===== src/rtl/core/lcpf_pkg.sv =====
// Shared types and constants for the LJ/Coulomb pair force block.
// Holds the sequencer states, the microcode format and the microprogram.
// Depends on nothing; every other file of the block imports it.
package lcpf_pkg;

    localparam int PC_W = 6;

    localparam logic [2:0] CFG_MODE          = 3'd0;
    localparam logic [2:0] CFG_CUTOFF        = 3'd1;
    localparam logic [2:0] CFG_INV_CUTOFF_SQ = 3'd2;
    localparam logic [2:0] CFG_COULOMB_SCALE = 3'd3;
    localparam logic [2:0] CFG_RF_ENERGY     = 3'd4;
    localparam logic [2:0] CFG_RF_FORCE      = 3'd5;

    localparam logic [1:0] MODE_PLAIN   = 2'd0;
    localparam logic [1:0] MODE_SHIFTED = 2'd1;
    localparam logic [1:0] MODE_GRF     = 2'd2;

    localparam logic [PC_W-1:0] PC_PLAIN   = 6'd9;
    localparam logic [PC_W-1:0] PC_SHIFTED = 6'd12;
    localparam logic [PC_W-1:0] PC_GRF     = 6'd19;
    localparam logic [PC_W-1:0] PC_TAIL    = 6'd25;
    localparam logic [PC_W-1:0] PC_LAST    = 6'd37;

    typedef enum logic [3:0] {
        S_IDLE,
        S_SQ,
        S_SQW,
        S_ROOT,
        S_CHECK,
        S_DIV,
        S_PROG,
        S_WAIT,
        S_OUT
    } state_t;

    typedef enum logic [2:0] {
        OP_MUL,
        OP_ADD,
        OP_SUB,
        OP_BRANCH,
        OP_GOTO,
        OP_END
    } op_t;

    typedef enum logic [4:0] {
        SRC_ZERO,
        SRC_SIX,
        SRC_INV,
        SRC_T0,
        SRC_T1,
        SRC_R6,
        SRC_A,
        SRC_B,
        SRC_K,
        SRC_Q,
        SRC_KQ,
        SRC_EST,
        SRC_ICS,
        SRC_RR,
        SRC_DC,
        SRC_B0,
        SRC_B1,
        SRC_LJA,
        SRC_LJB,
        SRC_CE,
        SRC_CF,
        SRC_FM,
        SRC_CSUM,
        SRC_VSUM,
        SRC_DX,
        SRC_DY,
        SRC_DZ
    } src_t;

    typedef enum logic [3:0] {
        DST_T0,
        DST_T1,
        DST_R6,
        DST_LJA,
        DST_LJB,
        DST_KQ,
        DST_EST,
        DST_CE,
        DST_CF,
        DST_FM,
        DST_CSUM,
        DST_VSUM,
        DST_FX,
        DST_FY,
        DST_FZ
    } dst_t;

    typedef enum logic [2:0] {
        SH_0,
        SH_8,
        SH_16,
        SH_24,
        SH_32,
        SH_40,
        SH_COORD
    } shift_t;

    typedef struct packed {
        op_t    op;
        src_t   src_a;
        src_t   src_b;
        shift_t sh;
        dst_t   dst;
    } uop_t;

    typedef struct packed {
        logic   start;
        shift_t sh;
    } mul_req_t;

    function automatic uop_t mk(op_t op, src_t a, src_t b, shift_t sh, dst_t dst);
        uop_t u;
        u.op    = op;
        u.src_a = a;
        u.src_b = b;
        u.sh    = sh;
        u.dst   = dst;
        return u;
    endfunction

    // Microprogram for an in-range pair. The common head builds 1/r
    // powers, LJ terms and k*q/r, then branches on electrostatics mode.
    function automatic uop_t ucode(logic [PC_W-1:0] pc);
        uop_t u;
        u = mk(OP_END, SRC_ZERO, SRC_ZERO, SH_0, DST_T0);
        case (pc)
            6'd0:  u = mk(OP_MUL, SRC_INV, SRC_INV, SH_40, DST_T0);
            6'd1:  u = mk(OP_MUL, SRC_T0, SRC_T0, SH_40, DST_T1);
            6'd2:  u = mk(OP_MUL, SRC_T1, SRC_T0, SH_40, DST_R6);
            6'd3:  u = mk(OP_MUL, SRC_R6, SRC_R6, SH_40, DST_T1);
            6'd4:  u = mk(OP_MUL, SRC_A, SRC_T1, SH_32, DST_LJA);
            6'd5:  u = mk(OP_MUL, SRC_B, SRC_R6, SH_32, DST_LJB);
            6'd6:  u = mk(OP_MUL, SRC_K, SRC_Q, SH_8, DST_KQ);
            6'd7:  u = mk(OP_MUL, SRC_KQ, SRC_INV, SH_40, DST_EST);
            6'd8:  u = mk(OP_BRANCH, SRC_ZERO, SRC_ZERO, SH_0, DST_T0);
            6'd9:  u = mk(OP_ADD, SRC_EST, SRC_ZERO, SH_0, DST_CE);
            6'd10: u = mk(OP_MUL, SRC_EST, SRC_INV, SH_40, DST_CF);
            6'd11: u = mk(OP_GOTO, SRC_ZERO, SRC_ZERO, SH_0, DST_T0);
            6'd12: u = mk(OP_MUL, SRC_DC, SRC_DC, SH_8, DST_T0);
            6'd13: u = mk(OP_MUL, SRC_T0, SRC_ICS, SH_32, DST_T0);
            6'd14: u = mk(OP_MUL, SRC_EST, SRC_T0, SH_24, DST_CE);
            6'd15: u = mk(OP_MUL, SRC_ICS, SRC_RR, SH_8, DST_T1);
            6'd16: u = mk(OP_SUB, SRC_INV, SRC_T1, SH_0, DST_T1);
            6'd17: u = mk(OP_MUL, SRC_EST, SRC_T1, SH_40, DST_CF);
            6'd18: u = mk(OP_GOTO, SRC_ZERO, SRC_ZERO, SH_0, DST_T0);
            6'd19: u = mk(OP_MUL, SRC_KQ, SRC_B0, SH_24, DST_T0);
            6'd20: u = mk(OP_ADD, SRC_EST, SRC_T0, SH_0, DST_CE);
            6'd21: u = mk(OP_MUL, SRC_EST, SRC_INV, SH_40, DST_T0);
            6'd22: u = mk(OP_MUL, SRC_KQ, SRC_B1, SH_24, DST_T1);
            6'd23: u = mk(OP_MUL, SRC_T1, SRC_RR, SH_16, DST_T1);
            6'd24: u = mk(OP_ADD, SRC_T0, SRC_T1, SH_0, DST_CF);
            6'd25: u = mk(OP_ADD, SRC_LJA, SRC_LJA, SH_0, DST_T0);
            6'd26: u = mk(OP_SUB, SRC_T0, SRC_LJB, SH_0, DST_T0);
            6'd27: u = mk(OP_MUL, SRC_T0, SRC_INV, SH_40, DST_T0);
            6'd28: u = mk(OP_MUL, SRC_T0, SRC_SIX, SH_0, DST_T0);
            6'd29: u = mk(OP_ADD, SRC_CF, SRC_T0, SH_0, DST_T0);
            6'd30: u = mk(OP_MUL, SRC_T0, SRC_INV, SH_40, DST_FM);
            6'd31: u = mk(OP_ADD, SRC_CSUM, SRC_CE, SH_0, DST_CSUM);
            6'd32: u = mk(OP_SUB, SRC_LJA, SRC_LJB, SH_0, DST_T1);
            6'd33: u = mk(OP_ADD, SRC_VSUM, SRC_T1, SH_0, DST_VSUM);
            6'd34: u = mk(OP_MUL, SRC_FM, SRC_DX, SH_COORD, DST_FX);
            6'd35: u = mk(OP_MUL, SRC_FM, SRC_DY, SH_COORD, DST_FY);
            6'd36: u = mk(OP_MUL, SRC_FM, SRC_DZ, SH_COORD, DST_FZ);
            default: u = mk(OP_END, SRC_ZERO, SRC_ZERO, SH_0, DST_T0);
        endcase
        return u;
    endfunction

endpackage


===== src/rtl/core/lcpf_mul_unit.sv =====
// Shared signed multiplier: 64x64 magnitudes as four 32x32 partial
// products, then rounding (ties away from zero), shift and saturation.
// Depends on lcpf_pkg for the request struct and shift codes.
module lcpf_mul_unit #(
    parameter int COORD_FRAC_BITS = 16
) (
    input  logic                     clk,
    input  logic                     rst_n,
    input  lcpf_pkg::mul_req_t       req,
    input  logic signed [63:0]       a,
    input  logic signed [63:0]       b,
    output logic                     done,
    output logic signed [63:0]       product,
    output logic [127:0]             raw
);
    import lcpf_pkg::*;

    logic           busy_reg;
    logic [2:0]     step_reg;
    logic [63:0]    ma_reg;
    logic [63:0]    mb_reg;
    logic           neg_reg;
    shift_t         sh_reg;
    logic [127:0]   acc_reg;
    logic           over_reg;
    logic [63:0]    lo_reg;
    logic           done_reg;
    logic signed [63:0] product_reg;

    logic [31:0]    a_half;
    logic [31:0]    b_half;
    logic [63:0]    pp;
    logic [127:0]   pp_shifted;
    logic [6:0]     shamt;
    logic [127:0]   half;
    logic [127:0]   rnd;
    logic [127:0]   sft;
    logic [63:0]    lim;
    logic [63:0]    sat_mag;

    always_comb begin
        a_half = step_reg[0] ? ma_reg[63:32] : ma_reg[31:0];
        b_half = step_reg[1] ? mb_reg[63:32] : mb_reg[31:0];
        pp     = a_half * b_half;
        case (step_reg[1:0])
            2'd0:    pp_shifted = {64'd0, pp};
            2'd3:    pp_shifted = {pp, 64'd0};
            default: pp_shifted = {32'd0, pp, 32'd0};
        endcase
        case (sh_reg)
            SH_8:     shamt = 7'd8;
            SH_16:    shamt = 7'd16;
            SH_24:    shamt = 7'd24;
            SH_32:    shamt = 7'd32;
            SH_40:    shamt = 7'd40;
            SH_COORD: shamt = 7'(COORD_FRAC_BITS);
            default:  shamt = 7'd0;
        endcase
        half    = (shamt == 7'd0) ? 128'd0 : (128'd1 << (shamt - 7'd1));
        rnd     = acc_reg + half;
        sft     = rnd >> shamt;
        lim     = neg_reg ? 64'h8000_0000_0000_0000 : 64'h7FFF_FFFF_FFFF_FFFF;
        sat_mag = (over_reg || (lo_reg > lim)) ? lim : lo_reg;
    end

    always_ff @(posedge clk or negedge rst_n) begin
        if (!rst_n) begin
            busy_reg <= 1'b0;
            step_reg <= 3'd0;
            done_reg <= 1'b0;
        end else begin
            done_reg <= 1'b0;
            if (req.start && !busy_reg) begin
                busy_reg <= 1'b1;
                step_reg <= 3'd0;
            end else if (busy_reg) begin
                if (step_reg == 3'd5) begin
                    busy_reg <= 1'b0;
                    done_reg <= 1'b1;
                end
                step_reg <= step_reg + 3'd1;
            end
        end
    end

    always_ff @(posedge clk) begin
        if (req.start && !busy_reg) begin
            ma_reg  <= a[63] ? 64'(-a) : 64'(a);
            mb_reg  <= b[63] ? 64'(-b) : 64'(b);
            neg_reg <= a[63] != b[63];
            sh_reg  <= req.sh;
            acc_reg <= 128'd0;
        end else if (busy_reg) begin
            if (step_reg <= 3'd3) begin
                acc_reg <= acc_reg + pp_shifted;
            end else if (step_reg == 3'd4) begin
                over_reg <= |sft[127:64];
                lo_reg   <= sft[63:0];
            end else begin
                product_reg <= neg_reg ? -$signed(sat_mag) : $signed(sat_mag);
            end
        end
    end

    assign done    = done_reg;
    assign product = product_reg;
    assign raw     = acc_reg;

    always_ff @(posedge clk) begin
        if (rst_n) begin
            assert (!(done_reg && busy_reg))
                else $error("multiplier reports done while still busy");
        end
    end

    property p_done_after_final_step;
        @(posedge clk) disable iff (!rst_n)
        done_reg |-> $past(step_reg) == 3'd5;
    endproperty
    assert property (p_done_after_final_step)
        else $error("multiplier done without final step");

    property p_step_range;
        @(posedge clk) disable iff (!rst_n)
        busy_reg |-> step_reg <= 3'd5;
    endproperty
    assert property (p_step_range)
        else $error("multiplier step out of range");

endmodule

===== config.mk =====
export PLATFORM = sky130hd
export DESIGN_NAME = lcpf_mul_unit
export DESIGN_NICKNAME = d
export VERILOG_FILES = /design/src/rtl/core/lcpf_pkg.sv /design/src/rtl/core/lcpf_mul_unit.sv
export SDC_FILE = /design/constraint.sdc
export NUM_CORES = 2
export LEC_CHECK = 0
export ABC_CLOCK_PERIOD_IN_PS = 15500
export BUFFER_PORTS_ARGS = -buffer_cell sky130_fd_sc_hd__buf_2
export CAP_MARGIN = 20
export CORE_MARGIN = 3
export CORE_UTILIZATION = 45
export CTS_CLUSTER_SIZE = 10
export DETAILED_ROUTE_END_ITERATION = 8
export HOLD_SLACK_MARGIN = 0.03
export PLACE_DENSITY = 0.71
export RECOVER_POWER = 100
export SYNTH_ARGS = -nofsm -noshare
export SYNTH_HDL_FRONTEND = slang
export SYNTH_SLANG_ARGS = --single-unit
export TNS_END_PERCENT = 5

===== constraint.sdc =====
create_clock -name clk -period 15.5 [get_ports clk]
set_input_delay 0.775 -clock clk [delete_from_list [all_inputs] [get_ports clk]]
set_output_delay 0.775 -clock clk [all_outputs]
set_load 0.01 [all_outputs]

==> results.sh <==
export IMPL_status="complete, but fails checks"
export IMPL_violations="max-capacitance violations, max-slew violations"
export IMPL_yosysTopAreaCell="fa_1"
export IMPL_required_ps=16040
export IMPL_placed_cells=10202
export IMPL_reg2reg_depth=40
export IMPL_cts_tree="built"
export IMPL_multi_input_area_um2=52700
export IMPL_yosysTopAreaCellShare=0.263
export IMPL_largest_register_ffs=128
export IMPL_antenna_found_initial=11
export IMPL_drive_gt1_frac=0.0638
export IMPL_overflow=0
export IMPL_fin_cells=10319
export IMPL_post_cts_buffers=0
export IMPL_num_fill_cells=14613
export IMPL_post_route_min_period_ps=14760
export IMPL_clk_pin_slew_ps=60
export IMPL_ys_warn_count=0
export IMPL_ant_nets=0
export IMPL_relSlewSlack=-1.73
export IMPL_max_clock_freq_ghz=0.0677
export IMPL_synthFlopType="edfxtp_1"
export IMPL_first_pass_iters=7
export IMPL_crit_buf_inv=4
export IMPL_ys_types=99
export IMPL_ff2ff_setup_slack_ps=740
export IMPL_htree_levels=2
export IMPL_max_cap_violations=16
export IMPL_area_growth_pct=7.95
export IMPL_worstSetupEndpoint="raw[122]$_SDFFE_PP0P_"
export IMPL_track_usage=0.333
export IMPL_syn_area_um2=68200
export IMPL_vias=63569
export IMPL_r2r_start="step_reg[1]$_DFFE_PN0P_"
export IMPL_post_dp_hpwl_um=215000
export IMPL_final_nets=9761
export IMPL_rows=142
export IMPL_ys_ff_latch=394
export IMPL_drt_iter0_drc=6091
export IMPL_cts_sinks=394
export IMPL_finalMaxSlewViolations=826
export IMPL_wirelength_um=266000
export IMPL_drc=0
export IMPL_crit_family="compound AO/OA/AOI/OAI gates"
export IMPL_die_area_um2=156000
export IMPL_final_cell_mix="972 x nand2_1, 932 x inv_1, 897 x fa_1"
export IMPL_die_height_um=395
export IMPL_synth_cells=8116
export IMPL_grt_pass1_vias=62619
export IMPL_min_path_type="primary input to flop"
export IMPL_vias_per_cell=6.16
export IMPL_gp_congestion=1.05
export IMPL_slowest_delay_ps=1490
export IMPL_end_kind="flop"
export IMPL_cts_repair_resized=0
export IMPL_grt_max_degree=156
export IMPL_rsz0062_at_grt="no"
export IMPL_async_flop_share=0.0127
export IMPL_cts_root_buf="clkbuf_16"
export IMPL_crit_start="step_reg[1]$_DFFE_PN0P_"
export IMPL_synth_edf_count=261
export IMPL_worst_pin_slew_ps=4100
export IMPL_initial_core_util=0.454
export IMPL_hold_viol_final=0
export IMPL_crit_top_cell="fa_1"
export IMPL_clk_latency_ps=690
export IMPL_worstPathArrival_ps=15300
export IMPL_min_period_over_period=0.952
export IMPL_regArea_um2=10500
export IMPL_numCtsBuffers=54
export IMPL_grt_pass1_wl_um=395000
export IMPL_cts_max_path_buffers=3
export IMPL_wl_per_cell_um=25.8
export IMPL_crit_type="flop to flop"
export IMPL_layout_commonest_cell="nand2_1"
export IMPL_synth_area_leaders="fa_1 26%, edfxtp_1 11%, ha_1 8.9%, nand2_1 5.3%, inv_1 5.1%"
export IMPL_finalSetupTns_ps=0
export IMPL_slowest_stage="mux2i_1"
export IMPL_ioPinCount=327
export IMPL_core_um2=150000
export IMPL_port_buffers=326
export IMPL_critPathMaxFanout=32
export IMPL_hold_depth=1
export IMPL_r2r_end="raw[122]$_SDFFE_PP0P_"
export IMPL_ys_seq_area_frac=0.154
export IMPL_die_w_um=395
export IMPL_finClkSkew_ps=31.8
export IMPL_critical_path_depth=40
export IMPL_setup_violations=0
export IMPL_cp_start_kind="flop"
export IMPL_syn_avg_cell_area_um2=8.40
cell usage after synthesis, types with 28 or more instances:
cell	number
and2_1	81
mux2i_1	126
or4_1	40
nand2b_1	50
a31oi_1	63
nor2_1	880
o21a_1	38
clkbuf_1	397
a211oi_1	58
o22ai_1	28
o21ai_0	397
edfxtp_1	261
xor2_1	109
nor2b_1	30
a21o_1	159
inv_1	933
and3_1	68
nor4_1	42
buf_1	38
o31ai_1	69
a22o_1	47
or3_1	56
o21bai_1	43
nand3_1	172
a21oi_1	451
o211ai_1	37
nor3_1	118
mux2_2	74
ha_1	484
fa_1	897
dfxtp_1	128
xnor2_1	290
nand4_1	114
nand2_1	972
worst min path at each step:
stage	start	endpoint	slack, ps
2_1_floorplan	rst_n	busy_reg$_DFF_PN0_	480
4_1_cts	req[0]	sh_reg[0]$_DFFE_PP_	240
5_1_grt	req[2]	sh_reg[2]$_DFFE_PP_	250
3_5_place_dp	raw[31]$_SDFFE_PP0P_	raw[31]$_SDFFE_PP0P_	500
3_3_place_gp	raw[31]$_SDFFE_PP0P_	raw[31]$_SDFFE_PP0P_	480
6_report	req[2]	sh_reg[2]$_DFFE_PP_	270
routing by layer:
layer  track usage  part of all wire
met5             0           0.00018
met4         0.195             0.070
met1         0.427              0.38
met2         0.513              0.44
met3        0.0793              0.11
kinds of logic (layout without fill, tap and decap cells):
kind of cell	Yosys count	count (layout)	synth area share
AND/OR/NAND/NOR	2724	2724	0.181
AO/OA/AOI/OAI	1643	1643	0.155
adder cells (fa/ha/maj)	1381	1381	0.352
buffers and inverters	1374	1541	0.0757
XOR/XNOR	399	399	0.0512
flip-flops	394	394	0.154
multiplexers	200	200	0.0307
other	1	21	0.0000550
worst register-to-register path, delay by kind of cell (launching register included):
| family | cells | cell delay [ps] |
|---|---|---|
| AOI/OAI and AO/OA | 16 | 4460 |
| adders and majority gates | 9 | 4260 |
| and+or+nand+nor | 8 | 2180 |
| muxes | 1 | 1500 |
| buffers and inverters | 4 | 920 |
| DFF | 1 | 850 |
| xor gates and xnor gates | 2 | 470 |
what timing repair did:
| item | in CTS | in global routing |
|---|---|---|
| hold buffers | 1 | 0 |
| hold endpoints to repair | 5 | 0 |
| endpoints found under the setup margin | 0 | 0 |
metrics by stage:
step	area (um^2)	setup slack (ps)	hold WS, ps	util
4_1_cts	74100	724	241	0.494
6_report	73600	738	266	0.490
5_1_grt	73600	102	251	0.490
3_5_place_dp	72400	787	498	0.482
3_3_place_gp	72400	1050	481	0.482
2_1_floorplan	68200	2880	479	-
cell type report:
| type | count | area share |
|---|---|---|
| clock buffer | 80 | 0.0205 |
| inverter | 937 | 0.0478 |
| antenna | 11 | 0.000374 |
| timing repair buffer | 502 | 0.0351 |
| tap | 2016 | 0.0343 |
| sequential | 394 | 0.143 |
| clock inverter | 22 | 0.00323 |
| multi-input combinational | 6357 | 0.716 |
Power is left out: the tool's default activity adds up to more than one toggle a clock period on the data nets, which glitch-free logic cannot reach.
